## src/design/dfbs_pkg.sv

```systemverilog
package dfbs_pkg;

    localparam int PANELS_WIDE_DEF = 1;
    localparam int PANELS_HIGH_DEF = 1;
    localparam int PANEL_COLUMNS   = 32;
    localparam int PANEL_ROWS      = 16;

    // Wide enough for a buffer of up to 64 x 64 bytes.
    localparam int STORE_ADDR_W = 12;

    localparam logic [7:0] FILL_OFF = 8'hFF;
    localparam logic [7:0] FILL_ON  = 8'h00;
    localparam logic [7:0] MASK_MSB = 8'h80;

    typedef enum logic [2:0] {
        MODE_NORMAL  = 3'd0,
        MODE_INVERSE = 3'd1,
        MODE_TOGGLE  = 3'd2,
        MODE_CLEAR   = 3'd3,
        MODE_SCAN    = 3'd4
    } mode_t;

    typedef enum logic [1:0] {
        CMD_WRITE = 2'd0,
        CMD_FILL  = 2'd1,
        CMD_SCAN  = 2'd2
    } cmd_kind_t;

    typedef enum logic [1:0] {
        BOP_SET   = 2'd0,
        BOP_CLEAR = 2'd1,
        BOP_FLIP  = 2'd2
    } bit_op_t;

    typedef struct packed {
        logic [2:0] mode;
        logic [8:0] x;
        logic [7:0] y;
        logic       pixel;
    } req_t;

    typedef struct packed {
        logic [31:0] shift_word;
        logic [1:0]  row_select;
        logic        last;
    } rsp_t;

    typedef struct packed {
        cmd_kind_t               kind;
        bit_op_t                 bop;
        logic [STORE_ADDR_W-1:0] addr;
        logic [7:0]              mask;
        logic [7:0]              fill;
    } cmd_t;

    typedef struct packed {
        logic init_busy;
    } status_t;

endpackage

```

## src/design/dfbs_front.sv

```systemverilog
module dfbs_front
    import dfbs_pkg::*;
#(
    parameter int PANELS_WIDE = PANELS_WIDE_DEF,
    parameter int PANELS_HIGH = PANELS_HIGH_DEF
) (
    input  logic    req_valid,
    output logic    req_stall,
    input  req_t    req,
    input  status_t status,
    input  logic    queue_full,
    output logic    push,
    output cmd_t    push_cmd
);

    localparam int ROW_BYTES = PANELS_WIDE * 4;
    localparam logic [9:0] DISP_W = 10'(PANELS_WIDE * PANEL_COLUMNS);
    localparam logic [8:0] DISP_H = 9'(PANELS_HIGH * PANEL_ROWS);

    logic in_range;
    logic keep;

    assign in_range = ({1'b0, req.x} < DISP_W) && ({1'b0, req.y} < DISP_H);

    always_comb
    begin
        keep          = 1'b0;
        push_cmd.kind = CMD_WRITE;
        push_cmd.bop  = BOP_SET;
        push_cmd.addr = STORE_ADDR_W'(req.y) * STORE_ADDR_W'(ROW_BYTES)
                        + STORE_ADDR_W'(req.x[8:3]);
        push_cmd.mask = MASK_MSB >> req.x[2:0];
        push_cmd.fill = req.pixel ? FILL_OFF : FILL_ON;
        unique case (req.mode)
            MODE_NORMAL:
            begin
                keep         = in_range;
                push_cmd.bop = req.pixel ? BOP_CLEAR : BOP_SET;
            end
            MODE_INVERSE:
            begin
                keep         = in_range;
                push_cmd.bop = req.pixel ? BOP_SET : BOP_CLEAR;
            end
            MODE_TOGGLE:
            begin
                keep         = in_range && req.pixel;
                push_cmd.bop = BOP_FLIP;
            end
            MODE_CLEAR:
            begin
                keep          = 1'b1;
                push_cmd.kind = CMD_FILL;
            end
            MODE_SCAN:
            begin
                keep          = 1'b1;
                push_cmd.kind = CMD_SCAN;
            end
            default:
            begin
                keep = 1'b0;
            end
        endcase
    end

    assign req_stall = queue_full || status.init_busy;
    assign push      = req_valid && !req_stall && keep;

endmodule

```

## src/design/dfbs_queue.sv

```systemverilog
module dfbs_queue
    import dfbs_pkg::*;
(
    input  logic clk,
    input  logic rst_n,
    input  logic push,
    input  cmd_t push_cmd,
    output logic full,
    input  logic pop,
    output logic head_valid,
    output cmd_t head
);

    cmd_t       entry_reg [2];
    logic       wr_ptr_reg;
    logic       wr_ptr_next;
    logic       rd_ptr_reg;
    logic       rd_ptr_next;
    logic [1:0] count_reg;
    logic [1:0] count_next;

    assign full       = (count_reg == 2'd2);
    assign head_valid = (count_reg != 2'd0);
    assign head       = entry_reg[rd_ptr_reg];

    always_comb
    begin
        wr_ptr_next = push ? ~wr_ptr_reg : wr_ptr_reg;
        rd_ptr_next = pop ? ~rd_ptr_reg : rd_ptr_reg;
        count_next  = count_reg + 2'(push) - 2'(pop);
    end

    always_ff @(posedge clk or negedge rst_n)
    begin
        if (!rst_n)
        begin
            wr_ptr_reg <= 1'b0;
            rd_ptr_reg <= 1'b0;
            count_reg  <= 2'd0;
        end
        else
        begin
            wr_ptr_reg <= wr_ptr_next;
            rd_ptr_reg <= rd_ptr_next;
            count_reg  <= count_next;
        end
    end

    always_ff @(posedge clk)
    begin
        if (push)
        begin
            entry_reg[wr_ptr_reg] <= push_cmd;
        end
    end

endmodule

```

## src/design/dfbs_back.sv

```systemverilog
module dfbs_back
    import dfbs_pkg::*;
#(
    parameter int PANELS_WIDE = PANELS_WIDE_DEF,
    parameter int PANELS_HIGH = PANELS_HIGH_DEF
) (
    input  logic    clk,
    input  logic    rst_n,
    input  logic    cmd_valid,
    input  cmd_t    cmd,
    output logic    cmd_pop,
    output status_t status,
    output logic    rsp_valid,
    input  logic    rsp_stall,
    output rsp_t    rsp
);

    localparam int ROW_BYTES   = PANELS_WIDE * 4;
    localparam int STORE_BYTES = ROW_BYTES * PANELS_HIGH * PANEL_ROWS;
    localparam int AW          = $clog2(STORE_BYTES);
    localparam int CW          = $clog2(ROW_BYTES);

    typedef enum logic [4:0] {
        ST_FILL     = 5'b00001,
        ST_IDLE     = 5'b00010,
        ST_RMW      = 5'b00100,
        ST_SCAN_RD  = 5'b01000,
        ST_SCAN_PUT = 5'b10000
    } state_t;

    logic [7:0] mem [STORE_BYTES];

    state_t      state_reg;
    state_t      state_next;
    logic        init_busy_reg;
    logic        init_busy_next;
    logic [AW-1:0] fill_cnt_reg;
    logic [AW-1:0] fill_cnt_next;
    logic [7:0]  fill_val_reg;
    logic [7:0]  fill_val_next;
    logic [1:0]  scan_row_reg;
    logic [1:0]  scan_row_next;
    logic [1:0]  quarter_reg;
    logic [1:0]  quarter_next;
    logic [CW-1:0] col_reg;
    logic [CW-1:0] col_next;
    logic        rsp_valid_reg;
    logic        rsp_valid_next;

    logic [AW-1:0] wr_addr_reg;
    logic [7:0]  wr_mask_reg;
    bit_op_t     bop_reg;
    logic [23:0] asm_reg;
    rsp_t        rsp_reg;
    logic [7:0]  rd_data_reg;

    logic        mem_we;
    logic [AW-1:0] mem_waddr;
    logic [7:0]  mem_wdata;
    logic        mem_re;
    logic [AW-1:0] mem_raddr;

    logic        rsp_free;
    logic        rsp_load;
    logic        col_last;
    logic [1:0]  rd_quarter;
    logic [CW-1:0] rd_col;
    logic [3:0]  rd_row;
    logic [AW-1:0] scan_addr;
    logic [7:0]  rmw_byte;

    assign rsp_free  = !rsp_valid_reg || !rsp_stall;
    assign col_last  = (col_reg == CW'(ROW_BYTES - 1));
    assign rd_row    = {~rd_quarter, scan_row_reg};
    assign scan_addr = AW'(rd_row) * AW'(ROW_BYTES) + AW'(rd_col);

    always_comb
    begin
        rd_quarter = quarter_reg;
        rd_col     = col_reg;
        if (state_reg == ST_SCAN_PUT && rsp_free && !col_last)
        begin
            rd_quarter = 2'd0;
            rd_col     = col_reg + CW'(1);
        end
    end

    always_comb
    begin
        unique case (bop_reg)
            BOP_SET:   rmw_byte = rd_data_reg | wr_mask_reg;
            BOP_CLEAR: rmw_byte = rd_data_reg & ~wr_mask_reg;
            BOP_FLIP:  rmw_byte = rd_data_reg ^ wr_mask_reg;
            default:   rmw_byte = rd_data_reg;
        endcase
    end

    always_comb
    begin
        state_next     = state_reg;
        init_busy_next = init_busy_reg;
        fill_cnt_next  = fill_cnt_reg;
        fill_val_next  = fill_val_reg;
        scan_row_next  = scan_row_reg;
        quarter_next   = quarter_reg;
        col_next       = col_reg;
        rsp_valid_next = rsp_valid_reg && rsp_stall;
        rsp_load       = 1'b0;
        cmd_pop        = 1'b0;
        mem_we         = 1'b0;
        mem_waddr      = fill_cnt_reg;
        mem_wdata      = fill_val_reg;
        mem_re         = 1'b0;
        mem_raddr      = scan_addr;
        unique case (state_reg)
            ST_FILL:
            begin
                mem_we = 1'b1;
                if (fill_cnt_reg == AW'(STORE_BYTES - 1))
                begin
                    fill_cnt_next  = '0;
                    init_busy_next = 1'b0;
                    state_next     = ST_IDLE;
                end
                else
                begin
                    fill_cnt_next = fill_cnt_reg + AW'(1);
                end
            end
            ST_IDLE:
            begin
                if (cmd_valid)
                begin
                    cmd_pop = 1'b1;
                    unique case (cmd.kind)
                        CMD_WRITE:
                        begin
                            mem_re     = 1'b1;
                            mem_raddr  = cmd.addr[AW-1:0];
                            state_next = ST_RMW;
                        end
                        CMD_FILL:
                        begin
                            fill_val_next = cmd.fill;
                            state_next    = ST_FILL;
                        end
                        CMD_SCAN:
                        begin
                            state_next = ST_SCAN_RD;
                        end
                        default:
                        begin
                            state_next = ST_IDLE;
                        end
                    endcase
                end
            end
            ST_RMW:
            begin
                mem_we     = 1'b1;
                mem_waddr  = wr_addr_reg;
                mem_wdata  = rmw_byte;
                state_next = ST_IDLE;
            end
            ST_SCAN_RD:
            begin
                mem_re       = 1'b1;
                quarter_next = quarter_reg + 2'd1;
                if (quarter_reg == 2'd3)
                begin
                    state_next = ST_SCAN_PUT;
                end
            end
            ST_SCAN_PUT:
            begin
                if (rsp_free)
                begin
                    rsp_load       = 1'b1;
                    rsp_valid_next = 1'b1;
                    if (col_last)
                    begin
                        col_next      = '0;
                        scan_row_next = scan_row_reg + 2'd1;
                        state_next    = ST_IDLE;
                    end
                    else
                    begin
                        col_next     = col_reg + CW'(1);
                        mem_re       = 1'b1;
                        quarter_next = 2'd1;
                        state_next   = ST_SCAN_RD;
                    end
                end
            end
            default:
            begin
                state_next = ST_IDLE;
            end
        endcase
    end

    always_ff @(posedge clk or negedge rst_n)
    begin
        if (!rst_n)
        begin
            state_reg     <= ST_FILL;
            init_busy_reg <= 1'b1;
            fill_cnt_reg  <= '0;
            fill_val_reg  <= FILL_OFF;
            scan_row_reg  <= 2'd0;
            quarter_reg   <= 2'd0;
            col_reg       <= '0;
            rsp_valid_reg <= 1'b0;
        end
        else
        begin
            state_reg     <= state_next;
            init_busy_reg <= init_busy_next;
            fill_cnt_reg  <= fill_cnt_next;
            fill_val_reg  <= fill_val_next;
            scan_row_reg  <= scan_row_next;
            quarter_reg   <= quarter_next;
            col_reg       <= col_next;
            rsp_valid_reg <= rsp_valid_next;
        end
    end

    always_ff @(posedge clk)
    begin
        if (state_reg == ST_IDLE)
        begin
            wr_addr_reg <= cmd.addr[AW-1:0];
            wr_mask_reg <= cmd.mask;
            bop_reg     <= cmd.bop;
        end
        if (state_reg == ST_SCAN_RD)
        begin
            asm_reg <= {asm_reg[15:0], rd_data_reg};
        end
        if (rsp_load)
        begin
            rsp_reg.shift_word <= {asm_reg, rd_data_reg};
            rsp_reg.row_select <= scan_row_reg;
            rsp_reg.last       <= col_last;
        end
    end

    always_ff @(posedge clk)
    begin
        if (mem_we)
        begin
            mem[mem_waddr] <= mem_wdata;
        end
        if (mem_re)
        begin
            rd_data_reg <= mem[mem_raddr];
        end
    end

    assign status.init_busy = init_busy_reg;
    assign rsp_valid        = rsp_valid_reg;
    assign rsp              = rsp_reg;

endmodule

```

## src/design/dmd_frame_buffer_scanner.sv

```systemverilog
// Channel   Valid       Stall       Payload   Moves
// request   req_valid   req_stall   req       one pixel, clear or scan item in
// response  rsp_valid   rsp_stall   rsp       one 32-bit shift word out
//
// A pixel write is a read-modify-write: the byte is read in ST_IDLE and written back in ST_RMW.
// A clear writes the fill byte to every address of the frame memory, one byte written per cycle.
// A scan sends PANELS_WIDE * 4 shift words, with four memory reads per shift word.
// After reset the memory is swept to all off while req_stall is held high.
// A two-entry command queue lets the request side run ahead while the response side stalls.
module dmd_frame_buffer_scanner
    import dfbs_pkg::*;
#(
    parameter int PANELS_WIDE = PANELS_WIDE_DEF,
    parameter int PANELS_HIGH = PANELS_HIGH_DEF
) (
    input  logic clk,
    input  logic rst_n,
    input  logic req_valid,
    output logic req_stall,
    input  req_t req,
    output logic rsp_valid,
    input  logic rsp_stall,
    output rsp_t rsp
);

    status_t status;
    logic    queue_full;
    logic    push;
    cmd_t    push_cmd;
    logic    pop;
    logic    head_valid;
    cmd_t    head;

    dfbs_front #(
        .PANELS_WIDE(PANELS_WIDE),
        .PANELS_HIGH(PANELS_HIGH)
    ) u_front (
        .req_valid (req_valid),
        .req_stall (req_stall),
        .req       (req),
        .status    (status),
        .queue_full(queue_full),
        .push      (push),
        .push_cmd  (push_cmd)
    );

    dfbs_queue u_queue (
        .clk       (clk),
        .rst_n     (rst_n),
        .push      (push),
        .push_cmd  (push_cmd),
        .full      (queue_full),
        .pop       (pop),
        .head_valid(head_valid),
        .head      (head)
    );

    dfbs_back #(
        .PANELS_WIDE(PANELS_WIDE),
        .PANELS_HIGH(PANELS_HIGH)
    ) u_back (
        .clk      (clk),
        .rst_n    (rst_n),
        .cmd_valid(head_valid),
        .cmd      (head),
        .cmd_pop  (pop),
        .status   (status),
        .rsp_valid(rsp_valid),
        .rsp_stall(rsp_stall),
        .rsp      (rsp)
    );

endmodule
```

## config.mk

```make
export PLATFORM = sky130hd
export DESIGN_NAME = dmd_frame_buffer_scanner
export DESIGN_NICKNAME = d
export VERILOG_FILES = /design/src/design/dfbs_pkg.sv /design/src/design/dfbs_front.sv /design/src/design/dfbs_queue.sv /design/src/design/dfbs_back.sv /design/src/design/dmd_frame_buffer_scanner.sv
export SDC_FILE = /design/constraint.sdc
export NUM_CORES = 1
export LEC_CHECK = 0
export ABC_CLOCK_PERIOD_IN_PS = 12700
export BUFFER_PORTS_ARGS = -buffer_cell sky130_fd_sc_hd__buf_2
export CORE_AREA = 10 10 295 297
export CTS_CLUSTER_DIAMETER = 50
export DETAILED_ROUTE_END_ITERATION = 16
export DIE_AREA = 0 0 305 307
export HOLD_SLACK_MARGIN = 0.1
export PLACE_DENSITY = 0.56
export SLEW_MARGIN = 20
export SYNTH_ARGS = -nofsm -noshare
export SYNTH_HDL_FRONTEND = slang
export SYNTH_HIERARCHICAL = 1
export SYNTH_SLANG_ARGS = --single-unit
```

## constraint.sdc

```tcl
create_clock -name clk -period 12.7 [get_ports clk]
set_input_delay 0.635 -clock clk [delete_from_list [all_inputs] [get_ports clk]]
set_output_delay 0.635 -clock clk [all_outputs]
set_load 0.01 [all_outputs]
```

==> results.md, run 1 <==
- Status: finished, final reports clean
- Htree depth: 3
- DP Area: 0.0289 mm2
- Worst min path class: in -> reg
- Max-cap violations: 0
- Full die area: 0.0936 mm2
- Hold depth: 1
- Layout cells sized above 1: 0.163
- Area of the multi-input gates: 0.00674 mm2
- Crit path time final: 5.24 ns
- Routed vias/inst: 5.23
- First DRT Iteration DRCs: 1,553
- Hold Path End: u_queue/entry_reg[0][17]
- DRT Wirelength: 67.9 mm
- Vias: 15,200
- Max FFs per register: 512
- CTS tree: yes
- Core Util, Final: 0.385
- Crit. End Element: register
- Initial Util: 0.338
- R2r worst-path depth: 11
- Critical path's top delay family: simple AND/OR/NAND/NOR gates
- Largest net degree at the start of global routing: 68
- FF-to-FF End: u_back/rd_data_reg[2]
- HPWL Detailed: 41.6 mm
- Routability congestion estimate: 0.823
- Worst-Skew Late Latency: 0.62 ns
- Pwr per Cell Area: 234 mW/mm2
- Layout net count: 1,836
- Cell Chain, Critical Path: mux2_2 > nor3b_1 > nand3_1 > nand3_2 > buf_4 > nand2_4 > buf_4 > nand3_1 > o22ai_1 > nor4_1 > nand4_1
- Post-route antenna net violation count: 0
- Startpoint Class: register
- Post-Syn Instances: 1,714
- Worst R2R Setup Slack: 7.46 ns
- RSZ-0062 raised after global routing: no
- Die W: 305 um
- N_diodes: 0
- Final setup TNS: 0 ns
- Synth Warn #: 6
- Syn_area_per_cell: 16.0 um2
- Fmax: 0.191 GHz
- CP required: 13.01 ns
- Chip height: 307 um
- Max VDD drop: 0.111 mV
- Filler instances: 7,380
- Final hold viol count: 0
- Critical path peak fanout: 66
- Port bufs: 61
- Clock slew at reported path FFs: 0.06 ns
- Drt wl/cell: 23.3 um
- Synth-to-layout area growth: 14.0%
- Slew Limit Headroom: 0.252
- 1st-pass router iterations: 8
- Num CTS Buffers: 77
- Post-CTS Resized: 0
- # DRC: 0
- Syn Nets: 1,765
- Biggest cell delay along the critical path: 0.71 ns
- Initial antenna violation count: 1
- Worst-margin pin slew: 1.12 ns
- All-Layer GR Usage: 0.141
- Tcrit/Tclk final: 0.413
- Max Root-Sink Buffers: 3
- Slew Limit Fails: 0
- Worst path slowest cell: nor4_1
- Mapped Area: 0.0275 mm2
- # clock sinks: 678
- Number of global-route vias before repair: 15,000
- CP Data Arrival Time: 5.55 ns
- Crit path buf inv count: 2
- Grt ovf: 0
- CP Class: reg -> reg
- Core Region: 0.0813 mm2
- Root Buffer: clkbuf_16
- Worst reg2reg path startpoint: u_queue/rd_ptr_reg
- First-pass GRT wire length: 99.7 mm
- Final instance area: 0.0313 mm2
- Static leakage: 0.0108 uW
- # setup viols final: 0
- Hold path startpoint: req[13]
- Register area: 0.0202 mm2
- Clock Skews: 0.0198 ns
- Postcts setup bufs: 0
- Std-Cell Rows: 105
- I/O pins: 62
## where the power goes
part	internal [uW]	total, uW	switching [uW]
Sequential	2950	3060	114
Clock	1250	2120	876
Combinational	670	2160	1490
## cell type report
cell class	instances	area share
Sequential cell	678	0.645
Multi-Input combinational cell	912	0.215
Clock buffer	94	0.0649
Tap cell	1070	0.0427
Timing Repair Buffer	85	0.0156
Clock inverter	43	0.0127
Inverter	31	0.00371
## timing repair
action,4_1_cts,5_1_grt
hold buffers,1,0
endpoints found under the setup margin,0,0
endpoints found under the hold margin,6,0
## metal layers
metal,track usage,up-vias,share of wire
met2,0.233,559,0.49
met4,0.0466,2,0.026
li1,-,6861,-
met5,0,-,0.00018
met1,0.182,7708,0.42
met3,0.0293,112,0.069
## per-stage QoR
stage | power, uW | setup WS [ns] | hold WS [ns] | std cells
finish | 7340 | 7.46 | 0.215 | 2913
detailed placement | 5280 | 7.54 | 0.407 | 2775
global placement | 5230 | 7.63 | 0.403 | 2775
CTS | 7400 | 7.55 | 0.175 | 2913
global route | 7660 | 7.17 | 0.191 | 2913
floorplan | 4500 | 8.01 | 0.339 | 1714
## cells in the final DEF, fill, tap and decap left out, types with 8 or more instances in the layout
master / instances
dfstp_2: 10
nor4_1: 19
clkbuf_16: 79
edfxtp_1: 647
ha_1: 25
clkinv_2: 12
nor2_1: 75
nand3_1: 140
a222oi_1: 16
clkbuf_1: 15
a31oi_1: 34
o2bb2ai_1: 16
o21ai_0: 81
o22ai_1: 40
mux2i_1: 154
nand2_1: 75
dfrtp_1: 21
mux2_4: 36
a22o_1: 8
a21boi_1: 16
inv_1: 31
nand4_1: 31
buf_2: 61
mux2_2: 38
nor3b_1: 9
clkinv_1: 12
buf_4: 23
nand2b_1: 8
## worst max-delay path by stage
stage | end | slack, ns | start | depth (start not counted)
after global placement | u_back/rd_data_reg[6] | 7.63 | u_queue/rd_ptr_reg | 10
after floorplan | u_back/mem[0][0] | 8.01 | u_back/state_reg[1] | 5
final | u_back/rd_data_reg[2] | 7.46 | u_queue/rd_ptr_reg | 11
after CTS | u_back/rd_data_reg[1] | 7.55 | u_queue/rd_ptr_reg | 11
after global routing | u_back/rd_data_reg[1] | 7.17 | u_queue/rd_ptr_reg | 11
after detailed placement | u_back/rd_data_reg[1] | 7.54 | u_queue/rd_ptr_reg | 11
Note: power is estimated with default switching activity, not from simulation.
==> run 2: changes to the inputs <==
ABC_CLOCK_PERIOD_IN_PS = 4420   (was 12700)
PLACE_DENSITY = 0.58   (was 0.56)
clock period = 4.42 ns   (was 12.7 ns; I/O delays follow)
==> run 2 against run 1 <==
  * Register-to-register slack worse by 7.4 ns
  * Clock skew is 0.010 ns higher
  * Hold slack worse by 0.070 ns
  * Clock power grew to 2.9 times the previous value
  * Power grew to 2.9 times the previous value
  * Setup slack worse by 7.4 ns
  * Core utilization is 0.84 points higher
  * Global-route usage is 0.14 points higher
  * Cell area is 2.2% higher
  * Die area stayed put
  * Final cell count is 2.2% higher
  * Largest cell class unchanged
==> results.md, run 2 (synthesis gave the netlist of run 1 again) <==
- Grt ovf: 0 (unchanged)
- Status: finished, final reports clean
- PnR worst setup slack: 0.0971 ns (-7.36 ns)
- Psw: 7060 uW (+180%)
- Pwr per Cell Area: 666 mW/mm2 (+180%)
- Slew Limit Headroom: 0.269 (+0.0169)
- Layout net count: 1,902 (+3.6%)
- Port bufs: 61 (unchanged)
- First-pass GRT wire length: 102 mm (+2.1%)
- Crit. End Element: register
- Register area: 0.0202 mm2 (unchanged)
- Tcrit/Tclk final: 0.978 (+0.565)
- Most common cell after layout, fill and taps aside: edfxtp_1
- Drt wl/cell: 22.8 um (-2.0%)
- Clock Skews: 0.0301 ns (+0.0102 ns)
- Max Root-Sink Buffers: 3 (unchanged)
- DRT Wirelength: 68.0 mm (about the same)
- Critical path peak fanout: 64 (-3.0%)
- Comb pwr share: 0.298 (+0.004)
- Post-route antenna net violation count: 0 (unchanged)
- Fmax: 0.231 GHz (+21%)
- Max-cap violations: 0 (unchanged)
- Final hold viol count: 0 (unchanged)
- Num CTS Buffers: 76 (-1.3%)
- Layout cells sized above 1: 0.181 (+0.0182)
- Startpoint Class: register
- Worst-margin pin slew: 1.09 ns (-0.0253 ns)
- Routability congestion estimate: 0.821 (-0.18%)
- I/O pins: 62 (unchanged)
- Place WS: -0.0763 ns (-7.62 ns)
- Clock slew at reported path FFs: 0.06 ns (about the same)
- Root Buffer: clkbuf_16
- CP Class: reg -> reg
- Crit path time final: 4.32 ns (-0.918 ns)
- Chip height: 307 um (unchanged)
- HPWL Detailed: 42.4 mm (+1.9%)
- Max FFs per register: 512 (unchanged)
- Die W: 305 um (unchanged)
- First DRT Iteration DRCs: 1,775 (+14%)
- Full die area: 0.0936 mm2 (unchanged)
- Commonest non-fill, non-tap cells in the layout: 647 x edfxtp_1, 154 x mux2i_1, 140 x nand3_1, 81 x o21ai_0, 78 x clkbuf_16
- # setup viols final: 0 (unchanged)
- CP Data Arrival Time: 4.65 ns (-0.90 ns)
- Filler instances: 7,327 (-0.72%)
- # DRC: 0 (unchanged)
- Reg power frac: 0.412 (-0.005)
- Htree depth: 3 (unchanged)
- Std-Cell Rows: 105 (unchanged)
- Hold Slack: 0.145 ns (-0.0699 ns)
- Area of the multi-input gates: 0.00676 mm2 (+0.30%)
- N_diodes: 0 (unchanged)
- Initial antenna violation count: 3 (+2)
- Synth-to-layout area growth: 16.4%
- Final setup TNS: 0 ns (unchanged)
- Vias: 15,600 (+2.5%)
- Slew Limit Fails: 0 (unchanged)
- RSZ-0062 raised after global routing: no
- Largest net degree at the start of global routing: 66 (-2.9%)
- CP required: 4.74 ns (-8.27 ns)
- CTS tree: yes
- Core Region: 0.0813 mm2 (unchanged)
- 1st-pass router iterations: 6 (-2)
- Sw Ratio: 0.331 (-0.00681)
- Pint: 14,300 uW (+190%)
- Number of global-route vias before repair: 15,600 (+4.0%)
- All-Layer GR Usage: 0.142 (+0.00136)
- Initial Util: 0.338 (unchanged)
- Clock share of power: 0.290 (about the same)
- Worst min path class: in -> reg
- Max VDD drop: 0.450 mV (+310%)
- # clock sinks: 678 (unchanged)
- Routed vias/inst: 5.25 (+0.37%)
- Worst-Skew Late Latency: 0.62 ns (about the same)
- Static leakage: 0.0112 uW (+3.3%)
-- run 2: worst paths after layout --
kind,startpoint,slack (ns),to,cells past startpoint
max in group asynchronous,rst_n,3.68,u_back/fill_cnt_reg[1],2
min in group asynchronous,rst_n,0.24,u_back/rsp_valid,2
min,req[4],0.15,u_queue/entry_reg[1][21],3
max,u_back/col_reg[1],0.1,u_back/rd_data_reg[7],10
min reg2reg,u_back/asm_reg[17],0.42,u_back/rsp[28],0
max reg2reg,u_back/col_reg[1],0.1,u_back/rd_data_reg[7],10
-- run 2: power by group through the flow --
stage / clock (uW) / sequential [uW] / combinational, uW
6_report: 6180 / 8790 / 6360
5_1_grt: 6590 / 8830 / 6850
4_1_cts: 6310 / 8790 / 6380
3_5_place_dp: 0 / 8920 / 6350
3_3_place_gp: 0 / 8910 / 6220
2_1_floorplan: 0 / 8770 / 4150
-- run 2: area by class of cell --
cell class	count	share of cell area
clock buffers	98	0.0633
clock inverters	35	0.0134
inverters	31	0.00363
multi-input cells	912	0.211
flip-flops and latches	678	0.631
well taps	1070	0.0418
repair buffers	152	0.0352
-- run 2: timing repair --
action,4_1_cts,5_1_grt
hold buffers,20,0
setup buffers,0,0
endpoints found under the setup margin,3,3
hold endpoints to repair,81,0
pin swaps,0,0
gates resized for setup,4,3
-- run 2: critical path: stages, from the launching register on --
cell and delay, ns:
dfrtp_1 0.40, ha_1 0.27, or4b_4 0.57, nor2_8 0.14, mux2_4 0.34, mux2i_4 0.50
buf_12 0.46, mux2_2 0.39, o2bb2ai_1 0.17, nor4_2 0.57, nand4_1 0.17
-- run 2: metal layers --
layer	track usage	part of all wire	vias up
li1	-	-	7002
met1	0.185	0.43	8006
met2	0.234	0.48	514
met3	0.0343	0.072	108
met4	0.0387	0.022	0
met5	0	0	-
-- run 2: metrics by stage --
| stage | instance area (um2) | utilization | power (uW) | instances |
|---|---|---|---|---|
| finish | 32000 | 0.394 | 21300 | 2976 |
| detailed placement | 29300 | 0.360 | 15300 | 2823 |
| CTS | 32000 | 0.393 | 21500 | 2976 |
| floorplan | 27500 | - | 12900 | 1714 |
| global placement | 29300 | 0.360 | 15100 | 2823 |
| global route | 32000 | 0.394 | 22300 | 2976 |
